$ cat config.mk
export PLATFORM = sky130hd
export DESIGN_NAME = ic_front
export DESIGN_NICKNAME = d
export VERILOG_FILES = /design/src/sv/ic_pkg.sv /design/src/sv/ic_front.sv
export SDC_FILE = /design/constraint.sdc
export NUM_CORES = 1
export LEC_CHECK = 0
export BUFFER_PORTS_ARGS = -buffer_cell sky130_fd_sc_hd__buf_4
export CAP_MARGIN = 20
export CORE_UTILIZATION = 34
export DETAILED_ROUTE_END_ITERATION = 6
export PLACE_DENSITY = 0.77
export SYNTH_ARGS = -nofsm -noshare
export SYNTH_HDL_FRONTEND = slang
export SYNTH_SLANG_ARGS = --single-unit
$ cat constraint.sdc
create_clock -name clock -period 1.3 [get_ports clock]
set_input_delay 0.13 -clock clock [delete_from_list [all_inputs] [get_ports clock]]
set_output_delay 0.13 -clock clock [all_outputs]
set_load 0.01 [all_outputs]
$ cat src/sv/ic_pkg.sv
// Shared types and constants for the inversion counter.
`default_nettype none

package ic_pkg;

   // Default sizing
   localparam int DEF_MAX_ITEMS  = 1024;
   localparam int DEF_VALUE_BITS = 32;

   // Width of the reported total; the running total saturates at all ones
   localparam int TOTAL_BITS = 19;

   // Control bits of a word travelling down the cell chain
   typedef struct packed {
      logic valid;   // slot holds a word
      logic last;    // word closes the sequence
      logic drop;    // word arrived with the store full
   } ctl_type;

endpackage

`default_nettype wire

$ cat src/sv/ic_front.sv
// Input stage: numbers each word of a sequence and maps its value to an ordered key.
`default_nettype none

module ic_front #(
   parameter int MAX_ITEMS  = ic_pkg::DEF_MAX_ITEMS,
   parameter int VALUE_BITS = ic_pkg::DEF_VALUE_BITS,
   parameter int IDX_W      = $clog2(MAX_ITEMS + 1),
   parameter int CNT_W      = $clog2(MAX_ITEMS)
) (
   input  wire                         clock,
   input  wire                         reset,
   input  wire                         advance,
   input  wire                         req_valid,
   input  wire signed [VALUE_BITS-1:0] req_value,
   input  wire                         req_last,
   output ic_pkg::ctl_type             dn_ctl,
   output logic [IDX_W-1:0]            dn_idx,
   output logic [VALUE_BITS-1:0]       dn_key,
   output logic [CNT_W-1:0]            dn_cnt
);

   localparam logic [IDX_W-1:0] FULL = IDX_W'(MAX_ITEMS);

   logic [IDX_W-1:0] count_ff;
   logic [IDX_W-1:0] count_in;
   logic             accept;
   logic             full;

   always_comb begin
      accept = req_valid && advance;
      full   = (count_ff == FULL);

      dn_ctl.valid = accept;
      dn_ctl.last  = req_last;
      dn_ctl.drop  = full;
      dn_idx       = count_ff;
      // flip the sign bit so an unsigned compare orders two's complement values
      dn_key       = {~req_value[VALUE_BITS-1], req_value[VALUE_BITS-2:0]};
      dn_cnt       = '0;

      count_in = count_ff;
      if (accept) begin
         if (req_last) begin
            count_in = '0;
         end else if (!full) begin
            count_in = count_ff + IDX_W'(1);
         end
      end
   end

   always_ff @(posedge clock) begin
      if (reset) begin
         count_ff <= '0;
      end else begin
         count_ff <= count_in;
      end
   end

endmodule

`default_nettype wire

==> key figures <==
Worst setup path
  – Crit path kind: register to output port
  – Family with the most delay on the worst path: simple AND/OR/NAND/NOR gates
  – Slowest cell delay on critical path: 0.34 ns
  – CP Capture Type: output port
  – CP startpoint kind: register
  – Worst EP arrival: 1.33 ns
  – Worst Path Max Fanout: 2
  – Worst Path Buf+Inv: 3
  – Required time of the worst setup path: around 1.2 ns
  – CP max-delay cell: dfxtp_2
  – CP cell instances: nor4_4 > nand4b_1 > buf_4 > inv_2 > buf_6

Clock tree
  – Hold Buf Count CTS: 0
  – CTS Buffer Depth: 2
  – Root buf cell: clkbuf_4
  – TritonCTS clock tree: yes
  – H-Tree Level Count: 1
  – TritonCTS buffer count: 3
  – Clk pin slew, worst setup/hold paths: approximately 0.08 ns
  – Skew-Pair Late Insertion Delay: around 0.27 ns
  – Clock Sinks: 11

Place
  – Post-placement cell count: 162
  – I/O Buffers: 20
  – Area after DPL: 1062 sq um
  – GP Congestion: roughly 0.84
  – Post-DP HPWL: about 1700 um

Yosys
  – Synth Instances: 134
  – Post-Syn Area: about 1100 sq um
  – Post-synth ARST share: 0
  – Area leader, netlist: buf_4
  – Part of the Yosys area used for sequential elements: 0.2085
  – Largest cells by area after synthesis: buf_4 (33%), dfxtp_1 (21%), o21ai_0 (4.3%)
  – Post-synth EDFFs: 0
  – Count of unique library cells instantiated by Yosys: 34
  – Syn Area/Cell: just under 8 sq um
  – Yosys reg bits: 11
  – Post-synth top cells: buf_4 (46), dfxtp_1 (11), o21ai_0 (9)
  – Commonest register cell after synthesis: dfxtp_1
  – Post-synth top area share: 0.3270
  – Most numerous cell in the Yosys netlist: buf_4
  – Yosys warnings: 0

Final layout
  – Final instance area: about 1200 sq um
  – Net count reported at finish: 179
  – Max reg flops: 11
  – Fin cells: 170
  – Fill cells: 303
  – Area of the multi-input gates: between 500 and 600 sq um
  – Share of post-route cells with drive strength above 1: 0.4892
  – Ant. Diodes: 0
  – Area occupied by registers: 235.2 sq um
  – Layout area overhead: 13.74%

Floorplanning
  – Core Area: between 2000 and 3000 sq um
  – Die height: approximately 58 um
  – DIE WIDTH: 57.73 um
  – DIE AREA: 3333 sq um
  – Initial core utilization: 0.3702
  – IO Pins: 93
  – Row cnt: 19

Drt
  – Post-route ant nets: 0
  – Vias/cell: approximately 5.2
  – Final WL: ~2400 um
  – Mean routed wirelength per cell: roughly 14 um
  – Vias: between 800 and 900
  – Initial DRC Count: 32
  – DRC viols: 7
  – Router iterations before antenna repair: 6

Global route
  – M3 GR Usage: 0.05357
  – GR Util All Layers: 0.1397
  – Grt ovf: 0
  – Grt peak-use layer: met2
  – Vias in the first global route: roughly 800
  – Met1 usage: 0.1664
  – First-pass GRT wire length: ~3600 um
  – Met2 Usage GRT: 0.2259
  – Largest net degree at the start of global routing: 19
  – Initial antenna violation count: 0

Timing
  – Max Transition Viols Final: 0
  – Period utilization: 1.122
  – Skew final: ~0.0035 ns
  – RSZ-0062 raised after global routing: true
  – Setup WS post-layout: -0.1581 ns
  – Final Hold Viols: 0
  – Worst Hold Margin: approximately 0.15 ns
  – Setup violators final: 4
  – Minimum clock period: between 1 and 1.5 ns
  – Fmax: approximately 690 MHz

Status
  – Outcome: finished, violations left
  – Failing checks: design-rule violations, negative setup slack

Power
  – Power Dens Cells: between 500 and 600 nW/um^2
  – Max VDD drop: 406.3 uV
  – Leak: between 0.5 and 0.6 nW

Flow run
  – Max_cap viols: 0

Min path
  – Hold Crit Class: primary input to register
## layout by cell type, fill, tap and decap left out, drive strengths merged, types with 2 or more instances in the layout
cell type and n:
and3 2, nand2b 2, o31ai 2, ha 2
mux2i 2, o21ai 9, inv 6, a31oi 3
nand3 4, nor2 3, clkbuf 4, nor4b 4
nand2 6, buf 42, nor2b 3, conb 10
a21oi 7, dfxtp 11, nand4b 2, and2 3
## metal layers
metal,routed length [um],vias to the layer above
li1,-,415
met1,1011,420
met2,1167,43
met3,235,6
met4,27,0
met5,0,-
## final timing paths
check / startpoint / to / slack, ns / depth (start not counted)
max: dn_idx[8] / dn_ctl[0] / -0.16 / 5
min: reset / dn_idx[7] / 0.15 / 2
max reg2reg: dn_idx[8] / dn_idx[1] / -0.12 / 5
min reg2reg: dn_idx[1] / dn_idx[1] / 0.55 / 2
## through the flow
step / total power [mW] / TNS, ns / worst slack (ns) / utilization
4_1_cts: 0.6744 / -0.4195 / -0.1645 / 0.4013
6_report: 0.6759 / -0.4429 / -0.1581 / 0.4211
3_5_place_dp: 0.4347 / -0.2683 / -0.1228 / 0.3724
2_1_floorplan: 0.5289 / -0.1760 / -0.1562 / -
3_3_place_gp: 0.4323 / -0.1237 / -0.05408 / 0.3724
5_1_grt: 0.7056 / -0.8198 / -0.2128 / 0.4211
## worst reg2reg max path, cell delays in order (launching register included)
cell      delay (ns)
dfxtp_2         0.34
nor4_4          0.28
nand4b_1        0.15
buf_4           0.18
o21a_1          0.19
o32ai_2         0.20
## logic make-up after synthesis
family	share of synthesized area
AOI/OAI and AO/OA	0.1457
and+or+nand+nor	0.2228
adders and majority gates	0.02369
muxes	0.01896
buffers and inverters	0.3768
other	0.003551
DFF	0.2085
## where the power goes
group          total [mW]  switching [mW]  leakage [nW]  internal, mW
logic              0.0935          0.0594         0.440        0.0340
clock network       0.245           0.126        0.0150         0.119
registers           0.338         0.00230        0.0933         0.335
total               0.676           0.187         0.549         0.489
## repair_timing
action	4_1_cts	5_1_grt
resized for setup	11	13
pin swaps	6	6
endpoints found under the setup margin	7	9
setup buffers	1	3
## area by class of cell
| type | count | share of cell area |
|---|---|---|
| sequential | 11 | 0.1958 |
| inverter | 6 | 0.01875 |
| timing repair buffer | 42 | 0.2750 |
| clock buffer | 4 | 0.02188 |
| tap | 31 | 0.03229 |
| multi-input combinational | 76 | 0.4563 |
(Power assumes the default switching activity.)
