## src/sv/ic_pkg.sv

```systemverilog
// Shared types and constants for the inversion counter.
`default_nettype none

package ic_pkg;

   // Default sizing
   localparam int DEF_MAX_ITEMS  = 1024;
   localparam int DEF_VALUE_BITS = 32;

   // Width of the reported total; the running total saturates at all ones
   localparam int TOTAL_BITS = 19;

   // Control bits of a word travelling down the cell chain
   typedef struct packed {
      logic valid;   // slot holds a word
      logic last;    // word closes the sequence
      logic drop;    // word arrived with the store full
   } ctl_type;

endpackage

`default_nettype wire

```

## src/sv/ic_cell.sv

```systemverilog
// One chain cell: holds one stored key and counts passing words smaller than it.
`default_nettype none

module ic_cell #(
   parameter int INDEX      = 0,
   parameter int VALUE_BITS = ic_pkg::DEF_VALUE_BITS,
   parameter int IDX_W      = 11,
   parameter int CNT_W      = 10
) (
   input  wire                   clock,
   input  wire                   reset,
   input  wire                   advance,
   input  ic_pkg::ctl_type       up_ctl,
   input  wire [IDX_W-1:0]       up_idx,
   input  wire [VALUE_BITS-1:0]  up_key,
   input  wire [CNT_W-1:0]       up_cnt,
   output ic_pkg::ctl_type       dn_ctl,
   output logic [IDX_W-1:0]      dn_idx,
   output logic [VALUE_BITS-1:0] dn_key,
   output logic [CNT_W-1:0]      dn_cnt
);

   localparam logic [IDX_W-1:0] MY_IDX = IDX_W'(INDEX);

   ic_pkg::ctl_type       ctl_ff;
   logic [IDX_W-1:0]      idx_ff;
   logic [VALUE_BITS-1:0] key_ff;
   logic [CNT_W-1:0]      cnt_ff;
   logic [CNT_W-1:0]      cnt_in;
   logic [VALUE_BITS-1:0] held_ff;
   logic                  live;
   logic                  hit;
   logic                  store;

   always_comb begin
      live  = up_ctl.valid && !up_ctl.drop;
      // only a slot filled earlier in this sequence takes part
      hit   = live && (up_idx > MY_IDX) && (held_ff > up_key);
      store = live && (up_idx == MY_IDX);
      cnt_in = up_cnt + CNT_W'(hit);
   end

   always_ff @(posedge clock) begin
      if (reset) begin
         ctl_ff <= '0;
      end else if (advance) begin
         ctl_ff <= up_ctl;
      end
   end

   always_ff @(posedge clock) begin
      if (advance) begin
         idx_ff <= up_idx;
         key_ff <= up_key;
         cnt_ff <= cnt_in;
      end
      if (advance && store) begin
         held_ff <= up_key;
      end
   end

   assign dn_ctl = ctl_ff;
   assign dn_idx = idx_ff;
   assign dn_key = key_ff;
   assign dn_cnt = cnt_ff;

endmodule

`default_nettype wire

```

## config.mk

```make
export PLATFORM = sky130hd
export DESIGN_NAME = ic_cell
export DESIGN_NICKNAME = d
export VERILOG_FILES = /design/src/sv/ic_pkg.sv /design/src/sv/ic_cell.sv
export SDC_FILE = /design/constraint.sdc
export NUM_CORES = 1
export LEC_CHECK = 0
export BUFFER_PORTS_ARGS = -buffer_cell sky130_fd_sc_hd__buf_2
export CAP_MARGIN = 20
export CORE_ASPECT_RATIO = 0.6
export CORE_MARGIN = 2
export CORE_UTILIZATION = 48
export CTS_CLUSTER_DIAMETER = 50
export DETAILED_ROUTE_END_ITERATION = 6
export PLACE_DENSITY = 0.82
export SLEW_MARGIN = 0
export SYNTH_ARGS = -nofsm -noshare
export SYNTH_HDL_FRONTEND = slang
export SYNTH_SLANG_ARGS = --single-unit
```

## constraint.sdc

```tcl
create_clock -name clock -period 3.5 [get_ports clock]
set_input_delay 0.175 -clock clock [delete_from_list [all_inputs] [get_ports clock]]
set_output_delay 0.175 -clock clock [all_outputs]
set_load 0.01 [all_outputs]
```

==> impl_results.md <==
- Number of max-cap violations: 0
- Asr flop ratio synth: 0%
- Worst path max stage delay: 0.37 ns
- Largest family of logic cells by synthesized area: adder cells
- Number of synthesized flops with an enable pin: 85
- Post-synth top area share: 69.9%
- DRT iter0 DRCs: 100
- Number of global-route vias before repair: 2288
- Count leader, synth: edfxtp_1
- Mapped Area: 3650 um^2
- Routability cong.: 0.763
- Slowest library cell on the worst path: edfxtp_1
- Diode count: 0
- Leak: 2.02 nW
- Starting Density: 49.8%
- H-tree levels: 3
- Fin Setup TNS: 0 ns
- Crit-path leading delay family: adder cells
- Cts repair resizes: 0
- CTS tree: yes
- I/O Pins: around 120
- Sequential element share of the synthesized area: a little under three quarters
- FILL cells: 597
- Final setup violating endpoints: 0
- First-pass GRT wire length: 11.0 mm
- Die W: 117 um
- Layout area overhead: 26.9%
- Syn avg cell area: 15.5 um^2
- CTS Buf Count: 9
- Setup CP Type: flop to flop
- Post-CTS Setup Inserts: 0
- Post-synthesis compound-gate area fraction: under 10%
- Syn Nets: 328
- Adder-cell share of the synthesized area: about an eighth
- Core Rows: 24
- Core box area: 7330 um^2
- Worst Tran Pin Value: 0.718 ns
- Fmax: ~0.37 GHz
- Die Ht: 71.6 um
- DP HPWL: roughly 5.2 mm
- Arrival time worst endpoint: about 2.8 ns
- Clk Latency, worst-skew pair: 0.33 ns
- Mapped Cells: 235
- CP Data Required Time: 3.57 ns
- Post-Synth XOR/XNOR Area: under 10%
- HP Class: primary input to flop
- Ys flop type: edfxtp_1
- Outcome: complete, no violations
- Clock Sinks: 88
- Cts hold-fix bufs: 0
- Area of the multi-input gates: 922 um^2
- # DRC: 0
- Final Critical Period: 2.73 ns
- Port bufs: 114
- Die area: 8350 um^2
- Largest net degree at the start of global routing: 57
- Placed inst area: 4370 um^2
- Pwr dens: 490 nW/um^2
- Share of layout cells above drive strength 1: between 30% and 40%
- Post-Synth Simple-Gate Area: ~6.5%
- CP endpoint kind: flop
- Root Driver: clkbuf_16
- Most frequent CP cell: ha_1
- Largest area contributor in the netlist: edfxtp_1
- Max_slew headroom: 52.1%
- Max Slew Vio Count: 0
- Count of final hold-check violations: 0
- Tot GR Track Use: 18.0%
- Crit path buf inv count: 0
- Reg clk slew, reported paths: 0.06 ns
- Grt ovf: 0
- Clock Path Buffers: 2
- WL final: 6.93 mm
- CP startpoint kind: flop
- Period utilisation layout: 78.1%
- Final #Nets: 455
- Cells along the critical path: ha_1 > nand4_1 > nor4_2 > a21boi_0 > o311ai_1 > a21oi_1 > ha_1 > ha_1 > nand3_1 > xnor2_1
- VDD IR-drop max: 0.000418 V
- Avg WL per Cell: 14.7 um
- Vias: ~2300
- Register Area: 2610 um^2
- Vias per inst: about 4.8
- Antenna-violating nets left: 0
- Ranking of synthesized cells by area: edfxtp_1, ha_1, inv_1
- Commonest cells post-synth: edfxtp_1, ha_1, inv_1, a21oi_1, nand3_1
- Final Skew: 0.00899 ns
- YS warnings: 0
- Initial antenna violation count: 0
- Crit Path Max Fanout: 5
- Yosys cell types: 26
- RSZ-0062 raised after global routing: false
- Yosys reg bits: 88
- Design area: approximately 4600 um^2
- DRT Pass-1 Iters: 4
- Mux cell area share after synthesis: 0.822%
==> stage by stage <==
step	utilization (%)	setup WS, ns	hold slack, ns	total power [mW]	instances
after global placement	59.6	0.929	0.365	1.43	455
after CTS	63.2	0.739	0.0124	2.30	471
final	63.2	0.767	0.0300	2.27	471
after floorplan	-	1.11	0.247	1.32	235
after detailed placement	59.6	0.754	0.368	1.44	455
after global routing	63.2	0.456	0.0122	2.36	471
==> layer usage <==
metal,GRT usage (%),wire length (um),vias to the layer above
met5,0,0,-
met4,5.10,49,0
met3,8.04,473,5
met2,27.4,3120,67
met1,23.6,3290,1062
li1,-,-,1131
==> power breakdown <==
part	total (mW)	switching (mW)	internal, mW
clock	0.856	0.355	0.500
sequential	1.22	0.0114	1.21
combinational	0.194	0.112	0.0821
==> final timing paths <==
| kind | from | end | slack (ns) | depth (start not counted) |
|---|---|---|---|---|
| setup / recovery | held_ff[14] | dn_cnt[4] | 0.77 | 10 |
| hold / removal | reset | dn_ctl[1] | 0.03 | 2 |
| setup reg to reg | held_ff[14] | dn_cnt[4] | 0.77 | 10 |
| hold reg to reg | dn_ctl[1] | dn_ctl[1] | 0.50 | 2 |
==> cell families after synthesis <==
kind of cell,Yosys count
buffers and inverters,32
muxes,3
DFF,88
AOI/OAI and AO/OA,25
and+or+nand+nor,45
adders and majority gates,34
xor gates and xnor gates,8
==> cell type report <==
| type | instances | area share, % |
|---|---|---|
| Clock buffer | 15 | 5.56 |
| Clock inverter | 1 | 0.108 |
| Inverter | 32 | 2.59 |
| Multi-Input combinational cell | 115 | 19.9 |
| Sequential cell | 88 | 56.4 |
| Tap cell | 104 | 2.81 |
| Timing Repair Buffer | 116 | 12.6 |
==> worst reg2reg max path: cells and delay by family, from the launching register on <==
family / cells / cell delay, ns
flip-flops: 1 / 0.37
AND/OR/NAND/NOR: 3 / 0.51
XOR/XNOR: 1 / 0.15
AO/OA/AOI/OAI: 3 / 0.56
adder cells (fa/ha/maj): 3 / 0.88
==> sequential cells by signal, summed over array words and instances, names as in the netlist <==
register and cells:
dn_cnt 10, dn_ctl 3, dn_idx 11, dn_key 32, held_ff 32
==> cell usage in the layout (no fill, tap or decap), types with 2 or more instances in the layout <==
master,instances
buf_2,114
edfxtp_1,85
ha_1,34
inv_1,32
a21oi_1,13
nand3_1,13
nand2_1,9
clkbuf_16,9
xnor2_1,7
nor2_1,6
nand4_1,5
clkbuf_1,5
o21ai_0,3
and3_1,3
mux2i_1,3
dfxtp_1,3
nor4_2,2
a221o_1,2
a21o_1,2
nor2b_1,2
nor4_1,2
buf_4,2
No activity file was read; power rests on OpenSTA's default activity.
