**src/sv/ic_pkg.sv**
```systemverilog
// Shared types and constants for the inversion counter.
`default_nettype none

package ic_pkg;

   // Default sizing
   localparam int DEF_MAX_ITEMS  = 1024;
   localparam int DEF_VALUE_BITS = 32;

   // Width of the reported total; the running total saturates at all ones
   localparam int TOTAL_BITS = 19;

   // Control bits of a word travelling down the cell chain
   typedef struct packed {
      logic valid;   // slot holds a word
      logic last;    // word closes the sequence
      logic drop;    // word arrived with the store full
   } ctl_type;

endpackage

`default_nettype wire

```
**src/sv/ic_tail.sv**
```systemverilog
// Chain end: accumulates the saturating total and overflow, drives the result word.
`default_nettype none

module ic_tail #(
   parameter int CNT_W = 10
) (
   input  wire                               clock,
   input  wire                               reset,
   input  ic_pkg::ctl_type                   up_ctl,
   input  wire [CNT_W-1:0]                   up_cnt,
   output logic                              advance,
   output logic                              rsp_valid,
   input  wire                               rsp_stall,
   output logic [ic_pkg::TOTAL_BITS-1:0]     rsp_inversions,
   output logic                              rsp_overflowed
);

   localparam int TB    = ic_pkg::TOTAL_BITS;
   localparam int SUM_W = ((CNT_W > TB) ? CNT_W : TB) + 1;
   localparam logic [SUM_W-1:0] SAT = SUM_W'({TB{1'b1}});

   logic [TB-1:0]    total_ff;
   logic [TB-1:0]    total_in;
   logic             ovf_ff;
   logic             ovf_in;
   logic             out_valid_ff;
   logic             out_valid_in;
   logic [TB-1:0]    out_total_ff;
   logic             out_ovf_ff;
   logic [SUM_W-1:0] sum;
   logic [TB-1:0]    new_total;
   logic             new_ovf;
   logic             take;
   logic             emit;

   always_comb begin
      // hold the chain only when a closing word meets a full, stalled output
      advance = !(out_valid_ff && rsp_stall && up_ctl.valid && up_ctl.last);
      take    = advance && up_ctl.valid;
      emit    = take && up_ctl.last;

      sum = SUM_W'(total_ff) + SUM_W'(up_cnt);
      if (up_ctl.valid && !up_ctl.drop) begin
         new_total = (sum > SAT) ? SAT[TB-1:0] : sum[TB-1:0];
      end else begin
         new_total = total_ff;
      end
      new_ovf = ovf_ff || (up_ctl.valid && up_ctl.drop);

      total_in = total_ff;
      ovf_in   = ovf_ff;
      if (take) begin
         total_in = up_ctl.last ? '0 : new_total;
         ovf_in   = up_ctl.last ? 1'b0 : new_ovf;
      end

      out_valid_in = out_valid_ff;
      if (emit) begin
         out_valid_in = 1'b1;
      end else if (!rsp_stall) begin
         out_valid_in = 1'b0;
      end
   end

   always_ff @(posedge clock) begin
      if (reset) begin
         total_ff     <= '0;
         ovf_ff       <= 1'b0;
         out_valid_ff <= 1'b0;
      end else begin
         total_ff     <= total_in;
         ovf_ff       <= ovf_in;
         out_valid_ff <= out_valid_in;
      end
   end

   always_ff @(posedge clock) begin
      if (emit) begin
         out_total_ff <= new_total;
         out_ovf_ff   <= new_ovf;
      end
   end

   assign rsp_valid      = out_valid_ff;
   assign rsp_inversions = out_total_ff;
   assign rsp_overflowed = out_ovf_ff;

endmodule

`default_nettype wire

```
**config.mk**
```make
export PLATFORM = sky130hd
export DESIGN_NAME = ic_tail
export DESIGN_NICKNAME = d
export VERILOG_FILES = /design/src/sv/ic_pkg.sv /design/src/sv/ic_tail.sv
export SDC_FILE = /design/constraint.sdc
export NUM_CORES = 1
export LEC_CHECK = 0
export BUFFER_PORTS_ARGS = -buffer_cell sky130_fd_sc_hd__buf_2
export CELL_PAD_IN_SITES_DETAIL_PLACEMENT = 0
export CELL_PAD_IN_SITES_GLOBAL_PLACEMENT = 1
export CORE_MARGIN = 10
export CORE_UTILIZATION = 39
export DETAILED_ROUTE_END_ITERATION = 12
export GPL_TIMING_DRIVEN = 0
export MAX_ROUTING_LAYER = met4
export PLACE_DENSITY = 0.73
export SYNTH_ARGS = -nofsm -noshare
export SYNTH_HDL_FRONTEND = slang
export SYNTH_SLANG_ARGS = --single-unit
```
**constraint.sdc**
```tcl
create_clock -name clock -period 1.95 [get_ports clock]
set_input_delay 0.195 -clock clock [delete_from_list [all_inputs] [get_ports clock]]
set_output_delay 0.195 -clock clock [all_outputs]
set_load 0.1 [all_outputs]
```
==> results of run 1 <==
metal layers:
layer / vias to the layer above / global-route usage (%) / part of all wire [%]
met5: - / - / 0
met3: 8 / 3.04 / 4.5
met4: 0 / 3.86 / 1.1
met2: 41 / 19.6 / 46
met1: 1066 / 18.1 / 48
li1: 1099 / - / -
worst max-delay path by stage:
stage / startpoint / end / slack, ns / cells after the start
after floorplan: total_ff[0]$_SDFFE_PP0P_ / rsp_inversions[18]$_DFFE_PP_ / -0.07 / 9
after global placement: total_ff[0]$_SDFFE_PP0P_ / rsp_inversions[12]$_DFFE_PP_ / -0.36 / 9
after detailed placement: total_ff[0]$_SDFFE_PP0P_ / rsp_inversions[12]$_DFFE_PP_ / -0.36 / 9
after CTS: total_ff[0]$_SDFFE_PP0P_ / rsp_inversions[8]$_DFFE_PP_ / -0.24 / 10
after global routing: total_ff[0]$_SDFFE_PP0P_ / total_ff[14]$_SDFFE_PP0P_ / -0.31 / 10
final: total_ff[0]$_SDFFE_PP0P_ / rsp_inversions[12]$_DFFE_PP_ / -0.24 / 9
critical path: cells and delay by family (launching register included):
family | cells | cell delay, ns
and+or+nand+nor | 2 | 0.24
xor gates and xnor gates | 1 | 0.23
AOI/OAI and AO/OA | 3 | 0.58
adders and majority gates | 2 | 0.50
DFF | 1 | 0.35
buffers and inverters | 1 | 0.03
registers in the layout, summed over array words and instances, names as in the netlist:
signal,count
rsp_inversions,19
rsp_overflowed,1
ovf_ff,1
rsp_valid,1
total_ff,19
logic make-up (layout without fill, tap and decap cells):
group | Yosys count | count (layout) | share of synthesized area, %
simple gates | 86 | 86 | 17.6
xor+xnor | 11 | 11 | 3.94
mux | 1 | 1 | 0.410
compound gates | 92 | 93 | 26.4
buf+inv | 21 | 84 | 3.89
flops | 41 | 41 | 41.8
fa+ha+maj | 11 | 11 | 5.94
report_power, final:
| group | switching [mW] | internal (mW) |
|---|---|---|
| Clock | 0.314 | 0.509 |
| Combinational | 0.290 | 0.109 |
| Sequential | 0.00953 | 0.929 |
cell usage in the layout (no fill, tap or decap), types with 8 or more instances in the layout:
cell and count:
buf_2 37, nand2_1 25, nor2_1 24, a21oi_1 20
edfxtp_1 20, buf_4 17, dfxtp_1 13, inv_1 9
a21o_1 8, dfxtp_2 8
stage by stage:
stage | total power [mW] | std cells | hold slack [ns]
floorplan | 1.23 | 263 | 0.257
finish | 2.16 | 402 | 0.132
detailed placement | 1.30 | 374 | 0.441
global placement | 1.30 | 374 | 0.439
global route | 2.24 | 402 | 0.148
CTS | 2.15 | 394 | 0.111
synth_stat cells, drive strengths merged (2+ instances only):
cell and instances:
a21oi 32, nand2 29, nor2 26, dfxtp 21, edfxtp 20, o21ai 15, ha 10, inv 10
a21o 8, a31oi 8, buf 7, nand3 7, xnor2 7, and3 6, o211ai 5, clkbuf 4
nand4 4, nor3 4, o21a 4, xor2 4, a211oi 3, or3 3, a21boi 2, a22o 2
and2 2, and4 2, o2111ai 2, o2bb2ai 2
cell type report:
cell class | instances | share of cell area [%]
Buffer | 10 | 1.93
Clock buffer | 5 | 2.04
Sequential cell | 41 | 30.6
Multi-Input combinational cell | 202 | 49.3
Timing Repair Buffer | 56 | 10.4
Clock inverter | 3 | 1.93
Inverter | 10 | 1.11
Tap cell | 75 | 2.78
what timing repair did:
item,4_1_cts,5_1_grt
setup buffers,11,8
hold endpoints to repair,0,0
resized for setup,29,36
gates cloned,2,0
hold buffers,0,0
pin swaps,28,10
setup endpoints to repair,38,38
==> flow_summary.ini, run 1 <==
[floorplanning]
num_rows = 28
die_h_um = 99.2
ioPinCount = 38
die-area_mm2 = 0.00983
die_w_um = 99.2
initial_core_util_pct = 40.8
coreArea_mm2 = 0.00599

[sta]
finalSetupViolations = 24
worst_pin_slew_ns = 1.28
post-route-period-util_pct = 112
tns_ns = -2.13
rsz0062_at_grt = true
setup_slack_ns = -0.238
relSlewSlack_pct = 14.4
skew_ns = 0.00801
final_max_slew_viol_count = 0
hold_viol_final = 0
max_freq_mhz = 457
period_minus_slack_ns = 2.19

[synth]
ys_seq_area_share_pct = 41.8
avgSynthCellArea_um2 = 9.29
syn_nets = 290
synthTopCellsByArea = edfxtp_1, dfxtp_1, a21oi_1
yosysTopAreaCellShare_pct = 24.6
ys.flop_type = dfxtp_1
synth_edf_count = 20
synthArstFlopShare_pct = 0
synth.distinct_cells = 58
synthCells = 263
netlist_area_mm2 = 0.00244
synth_warnings = 0
synth_top_cell_by_area = edfxtp_1
synth-seq-cells = 41

[global_route]
gr-total-overflow = 0
grt_pass1_vias = 2104
grt_max_degree = 21
grt.total_usage_pct = 13.4
grt_pass1_wl_um = 10600
antenna_found_initial = 0

[critical_path]
cp.arrival_ns = 2.24
critPathRequiredTime_ns = 2.00
r2r_setup_slack_ns = -0.24
startpoint_type = flop
cp_max_fo = 4
path_cells = ha_4 > inv_2 > fa_2 > nor2b_4 > o2111ai_4 > a21boi_4 > o211ai_1 > xor2_1 > nand2_1
crit_slowest_cell = fa_2
reg2reg_to = rsp_inversions[12]$_DFFE_PP_
crit_type = reg -> reg
end_kind = flop
critPathMaxStageDelay_ns = 0.37
reg2reg_depth = 9
timing.rr.start = total_ff[0]$_SDFFE_PP0P_

[clock_network]
clk_latency_ns = 0.30
cts_max_level = 2
clkSlewWorstSetupHoldPaths_ns = 0.09
clock-sinks = 41
cts_made_buffers = 5
root_buffer = clkbuf_8
cts.path.max_buffers = 2
cts_tree = yes

[placed_design]
placed_area_mm2 = 0.00277
port_buffers = 36
globalplace.congestion = 0.834
dp_slack_ns = -0.358
dp_hpwl_um = 4480

[detailed_routing]
initialDrtViolationCount = 96
routed_wl_um = 6620
drt.antenna.violating_nets = 0
remaining_drc_errors = 0
dr.pass1.iters = 4
viasPerCell = 5.51
vias = 2214
wl_per_cell_um = 16.5

[cells_and_area]
fin_area_mm2 = 0.00337
nets = 353
fin_util_pct = 56.3
multi_input_area_mm2 = 0.00166
drive_above_1_share_pct = 41.3
area_growth_pct = 37.9
nFillCells = 556
diodes = 0
regArea_mm2 = 0.00103

[worst_hold_path]
hold_path_class = in -> reg
hold_depth = 2
min_from = reset
hold_path_end = rsp_valid$_SDFFE_PP0P_

[pwr]
p_leak_nw = 1.31
vdd_drop_max_mv = 0.310
p_per_area_mw_per_mm2 = 641

[flow_run]
drv_cap = 0

[run_status]
violations = negative setup slack
status = finished, violations left
Power figures use the tool's default switching activity.
==> run 2: changes to the inputs <==
--- a/config.mk
+++ b/config.mk
@@ -14,6 +14,7 @@
 export GPL_TIMING_DRIVEN = 0
 export MAX_ROUTING_LAYER = met4
 export PLACE_DENSITY = 0.73
+export SKIP_LAST_GASP = 1
 export SYNTH_ARGS = -nofsm -noshare
 export SYNTH_HDL_FRONTEND = slang
 export SYNTH_SLANG_ARGS = --single-unit
==> run 2 against run 1 <==
Compared with the run above:
- the flow still finishes with violations (negative setup slack)
- clock-buffer cell count is the same
- sequential power is essentially flat
- sequential share of layout area rose by 0.068 points
- first-iteration DRC count up 3.1%
- flip-flop and latch count is the same
- via count shrank 0.90%
- combinational power is essentially flat
- critical path type unchanged
- highest routed layer unchanged
==> flow_summary.ini, run 2 (synthesis results as in run 1) <==
[run_status]
status = finished, violations left
violations = negative setup slack

[clock_network]
clkSlewWorstSetupHoldPaths_ns = 0.09
cts_made_buffers = 5
root_buffer = clkbuf_8
cts_max_level = 2
cts.path.max_buffers = 2
cts_tree = yes
ctsHoldBuffers = 0
clk_latency_ns = 0.30
clock-sinks = 41

[detailed_routing]
drt.antenna.violating_nets = 0
vias = 2194
viasPerCell = 5.46
wl_per_cell_um = 16.4
routed_wl_um = 6610
remaining_drc_errors = 0
dr.pass1.iters = 4
initialDrtViolationCount = 99

[cells_and_area]
nFillCells = 558
area_growth_pct = 37.6
fin_area_mm2 = 0.00336
diodes = 0
layout_common_cells = buf_2, nand2_1, nor2_1, a21oi_1, edfxtp_1
fin_util_pct = 56.1
final_cells = 402
nets = 353
drive_above_1_share_pct = 41.3
final_common_cell = buf_2

[sta]
finalSetupViolations = 24
worst_pin_slew_ns = 1.25
post-route-period-util_pct = 112
max_freq_mhz = 457
hold_viol_final = 0
final_max_slew_viol_count = 0
rsz0062_at_grt = true
skew_ns = 0.00809
setup_slack_ns = -0.240
period_minus_slack_ns = 2.19
relSlewSlack_pct = 16.6

[pwr]
switching_share_pct = 28.4
p_leak_nw = 1.31
power.total_mw = 2.16
switchingPower_mw = 0.612
intPower_mw = 1.55
pwr-share-clk_pct = 38.1
p_seq_share_pct = 43.5
vdd_drop_max_mv = 0.310
p_comb_share_pct = 18.4
p_per_area_mw_per_mm2 = 642

[floorplanning]
ioPinCount = 38
die_h_um = 99.2
initial_core_util_pct = 40.8
num_rows = 28
die_w_um = 99.2
coreArea_mm2 = 0.00599
die-area_mm2 = 0.00983

[critical_path]
cp.arrival_ns = 2.24
reg2reg_to = rsp_inversions[12]$_DFFE_PP_
startpoint_type = flop
cp_max_fo = 4
crit_type = reg -> reg
end_kind = flop
startpoint = total_ff[0]$_SDFFE_PP0P_
timing.rr.start = total_ff[0]$_SDFFE_PP0P_
critPathRequiredTime_ns = 2.00
r2r_setup_slack_ns = -0.24
reg2reg_depth = 9

[placed_design]
dp.cells = 374
dp_hpwl_um = 4480
port_buffers = 36
globalplace.congestion = 0.834
placed_area_mm2 = 0.00277

[global_route]
grt_pass1_wl_um = 10500
met3_usage_pct = 3.04
grt.total_usage_pct = 13.4
antenna_found_initial = 0
grt_max_degree = 21
grt_util_met2_pct = 19.7
gr-total-overflow = 0
busiest_layer = met2
met1_usage_pct = 17.9
grt_pass1_vias = 2100

[flow_run]
drv_cap = 0

[worst_hold_path]
min_from = reset
hold_path_end = rsp_valid$_SDFFE_PP0P_
hold_depth = 2
hold_path_class = in -> reg
run 2: cell counts in the layout (fill, tap and decap cells not counted):
No cell type changed its count.
run 2: how the worst max path moves through the flow:
stage | end | slack [ns] | depth (start not counted)
3_3_place_gp | rsp_inversions[12]$_DFFE_PP_ | -0.36 | 9
4_1_cts | rsp_inversions[8]$_DFFE_PP_ | -0.24 | 10
5_1_grt | total_ff[14]$_SDFFE_PP0P_ | -0.31 | 10
2_1_floorplan | rsp_inversions[18]$_DFFE_PP_ | -0.07 | 9
3_5_place_dp | rsp_inversions[12]$_DFFE_PP_ | -0.36 | 9
6_report | rsp_inversions[12]$_DFFE_PP_ | -0.24 | 9
run 2: area by class of cell:
class / instances / area (µm²) / share of cell area, %
Multi-Input combinational cell: 202 / 1650 / 49.1
Tap cell: 75 / 93.8 / 2.79
Inverter: 10 / 37.5 / 1.12
Clock buffer: 5 / 68.8 / 2.05
Timing Repair Buffer: 56 / 349 / 10.4
Sequential cell: 41 / 1030 / 30.7
Buffer: 10 / 65.1 / 1.93
Clock inverter: 3 / 65.1 / 1.93
run 2: worst max-delay path, cell delays in order, from the launching register on:
cell and delay, ns:
dfxtp_2 0.35, ha_4 0.13, inv_2 0.03, fa_2 0.37, nor2b_4 0.16, o2111ai_4 0.14
a21boi_4 0.25, o211ai_1 0.19, xor2_1 0.23, nand2_1 0.08
run 2: routing by layer:
layer | vias to the layer above | share of wire [%]
met5 | - | 0
met4 | 0 | 1.1
met3 | 8 | 3.9
met2 | 35 | 46
met1 | 1048 | 49
li1 | 1103 | -
run 2: power by group through the flow:
stage / sequential [mW] / combinational (mW) / clock (mW)
final: 0.939 / 0.397 / 0.823
after global routing: 0.942 / 0.426 / 0.872
after CTS: 0.938 / 0.366 / 0.848
after detailed placement: 0.958 / 0.344 / 0
after global placement: 0.957 / 0.343 / 0
after floorplan: 1.10 / 0.133 / 0
run 2: stage by stage:
stage          setup slack (ns)  TNS [ns]  hold WS [ns]
2_1_floorplan           -0.0665    -0.354         0.257
3_3_place_gp             -0.355     -6.29         0.439
3_5_place_dp             -0.358     -6.68         0.441
4_1_cts                  -0.244     -2.72         0.111
5_1_grt                  -0.305     -4.61         0.148
6_report                 -0.240     -2.11         0.131
run 2: repair_timing:
item,in CTS,in global routing
setup endpoints to repair,38,38
pin swaps,24,10
gates cloned,2,0
resized for setup,29,35
setup buffers,11,8
==> run 3: changes to the inputs <==
--- a/config.mk
+++ b/config.mk
@@ -13,7 +13,7 @@
 export DETAILED_ROUTE_END_ITERATION = 12
 export GPL_TIMING_DRIVEN = 0
 export MAX_ROUTING_LAYER = met4
-export PLACE_DENSITY = 0.73
+export PLACE_DENSITY = 0.78
 export SKIP_LAST_GASP = 1
 export SYNTH_ARGS = -nofsm -noshare
 export SYNTH_HDL_FRONTEND = slang
==> run 3 against run 2 <==
Compared with the run above:
- the flow still finishes with violations (negative setup slack)
- worst setup slack lost 0.043 ns
- clock skew is essentially flat
- largest cell class unchanged
- highest routed layer unchanged
- power shrank 4.6%
- register-to-register slack lost 0.04 ns
==> flow_summary.ini, run 3 (synthesis results as in run 1) <==
[run_status]
status = finished, violations left
violations = negative setup slack

[sta]
finalSetupViolations = 19
worst_pin_slew_ns = 1.29
max_freq_mhz = 448
post-route-period-util_pct = 115
holdWs_ns = 0.138
skew_ns = 0.00764
relSlewSlack_pct = 13.8
setup_slack_ns = -0.284
final_max_slew_viol_count = 0
rsz0062_at_grt = true
period_minus_slack_ns = 2.23
hold_viol_final = 0

[clock_network]
clk_latency_ns = 0.30
cts.path.max_buffers = 2
cts_tree = yes
clkSlewWorstSetupHoldPaths_ns = 0.09
root_buffer = clkbuf_8
cts_max_level = 2
clock-sinks = 41
cts_made_buffers = 5

[critical_path]
r2r_setup_slack_ns = -0.28
cp_max_fo = 3
startpoint = total_ff[0]$_SDFFE_PP0P_
timing.rr.start = total_ff[0]$_SDFFE_PP0P_
path_buf_inv = 2
cp.arrival_ns = 2.44
crit_type = reg -> reg
critPathMaxStageDelay_ns = 0.35
end_kind = flop
startpoint_type = flop
critPathRequiredTime_ns = 2.15
cp_top_family = compound AO/OA/AOI/OAI gates
reg2reg_to = total_ff[16]$_SDFFE_PP0P_
crit_slowest_cell = dfxtp_2
reg2reg_depth = 10
path_cells = ha_4 > inv_2 > fa_2 > nor2b_2 > o2111ai_2 > a21boi_2 > buf_6 > o211ai_1 > a21o_1 > a22o_1

[floorplanning]
coreArea_mm2 = 0.00599
num_rows = 28
initial_core_util_pct = 40.8
ioPinCount = 38
die_w_um = 99.2
die-area_mm2 = 0.00983
die_h_um = 99.2

[detailed_routing]
viasPerCell = 5.46
drt.antenna.violating_nets = 0
vias = 2284
routed_wl_um = 7070
dr.pass1.iters = 4
initialDrtViolationCount = 135
wl_per_cell_um = 16.9
remaining_drc_errors = 0

[global_route]
grt_max_degree = 21
antenna_found_initial = 0
grt.total_usage_pct = 13.4
grt_pass1_vias = 2154
grt_pass1_wl_um = 10600
gr-total-overflow = 0

[worst_hold_path]
hold_path_class = in -> reg
min_from = reset
hold_depth = 2
hold_path_end = rsp_valid$_SDFFE_PP0P_

[placed_design]
placed_area_mm2 = 0.00277
dp_slack_ns = -0.328
globalplace.congestion = 0.820
port_buffers = 36
dp_hpwl_um = 4370

[pwr]
vdd_drop_max_mv = 0.321
p_leak_nw = 1.40
p_per_area_mw_per_mm2 = 578

[flow_run]
drv_cap = 0

[cells_and_area]
final_common_cell = buf_2
fin_area_mm2 = 0.00356
layout_common_cells = buf_2, buf_4, nand2_1, edfxtp_1, nor2_1
area_growth_pct = 45.9
diodes = 0
drive_above_1_share_pct = 46.9
nets = 369
run 3: changes by cell type in the layout (fill, tap and decap cells not counted), sizes merged:
| cell | delta |
|---|---|
| buf | +17 |
| clkbuf | -1 |
| clkinvlp | +1 |
| bufinv | -1 |
run 3: area by class of cell:
cell class / instances / area, µm²
inverters: 10 / 37.5
fillers: 499 / 2430
clock buffers: 5 / 68.8
multi-input cells: 202 / 1710
clock inverters: 3 / 41.3
repair buffers: 73 / 504
plain buffers: 9 / 63.8
flip-flops and latches: 41 / 1040
well taps: 75 / 93.8
run 3: worst max-delay path by stage:
stage	to	slack [ns]	depth (start not counted)
3_3_place_gp	rsp_inversions[6]$_DFFE_PP_	-0.29	9
4_1_cts	rsp_inversions[16]$_DFFE_PP_	-0.20	10
5_1_grt	total_ff[16]$_SDFFE_PP0P_	-0.38	10
2_1_floorplan	rsp_inversions[18]$_DFFE_PP_	-0.07	9
6_report	total_ff[16]$_SDFFE_PP0P_	-0.28	10
3_5_place_dp	rsp_inversions[18]$_DFFE_PP_	-0.33	9
run 3: metrics by stage:
| stage | utilization (%) | power (mW) | instances | setup TNS [ns] |
|---|---|---|---|---|
| after detailed placement | 46.3 | 1.30 | 374 | -6.13 |
| after CTS | 53.4 | 2.02 | 402 | -1.55 |
| final | 59.5 | 2.06 | 418 | -2.35 |
| after global placement | 46.3 | 1.30 | 374 | -5.81 |
| after global routing | 59.5 | 2.13 | 418 | -4.69 |
| after floorplan | - | 1.23 | 263 | -0.354 |
run 3: timing repair:
action	in CTS	in global routing
pin swaps	34	34
setup endpoints to repair	38	38
hold endpoints to repair	0	0
cloned	1	0
resized for setup	30	55
buffers inserted	20	18
hold buffers	0	0
run 3: routing by layer:
layer  up-vias  global-route usage [%]  wire (µm)
met4         0                    4.19         87
li1       1135                       -          -
met1      1078                    17.2       3090
met5         -                       -          0
met3         9                    2.91        416
met2        62                    20.5       3480
run 3: power breakdown:
part	internal [mW]	leakage [nW]	switching, mW
sequential	0.926	0.365	0.00988
clock	0.377	0.0518	0.320
combinational	0.128	0.982	0.298
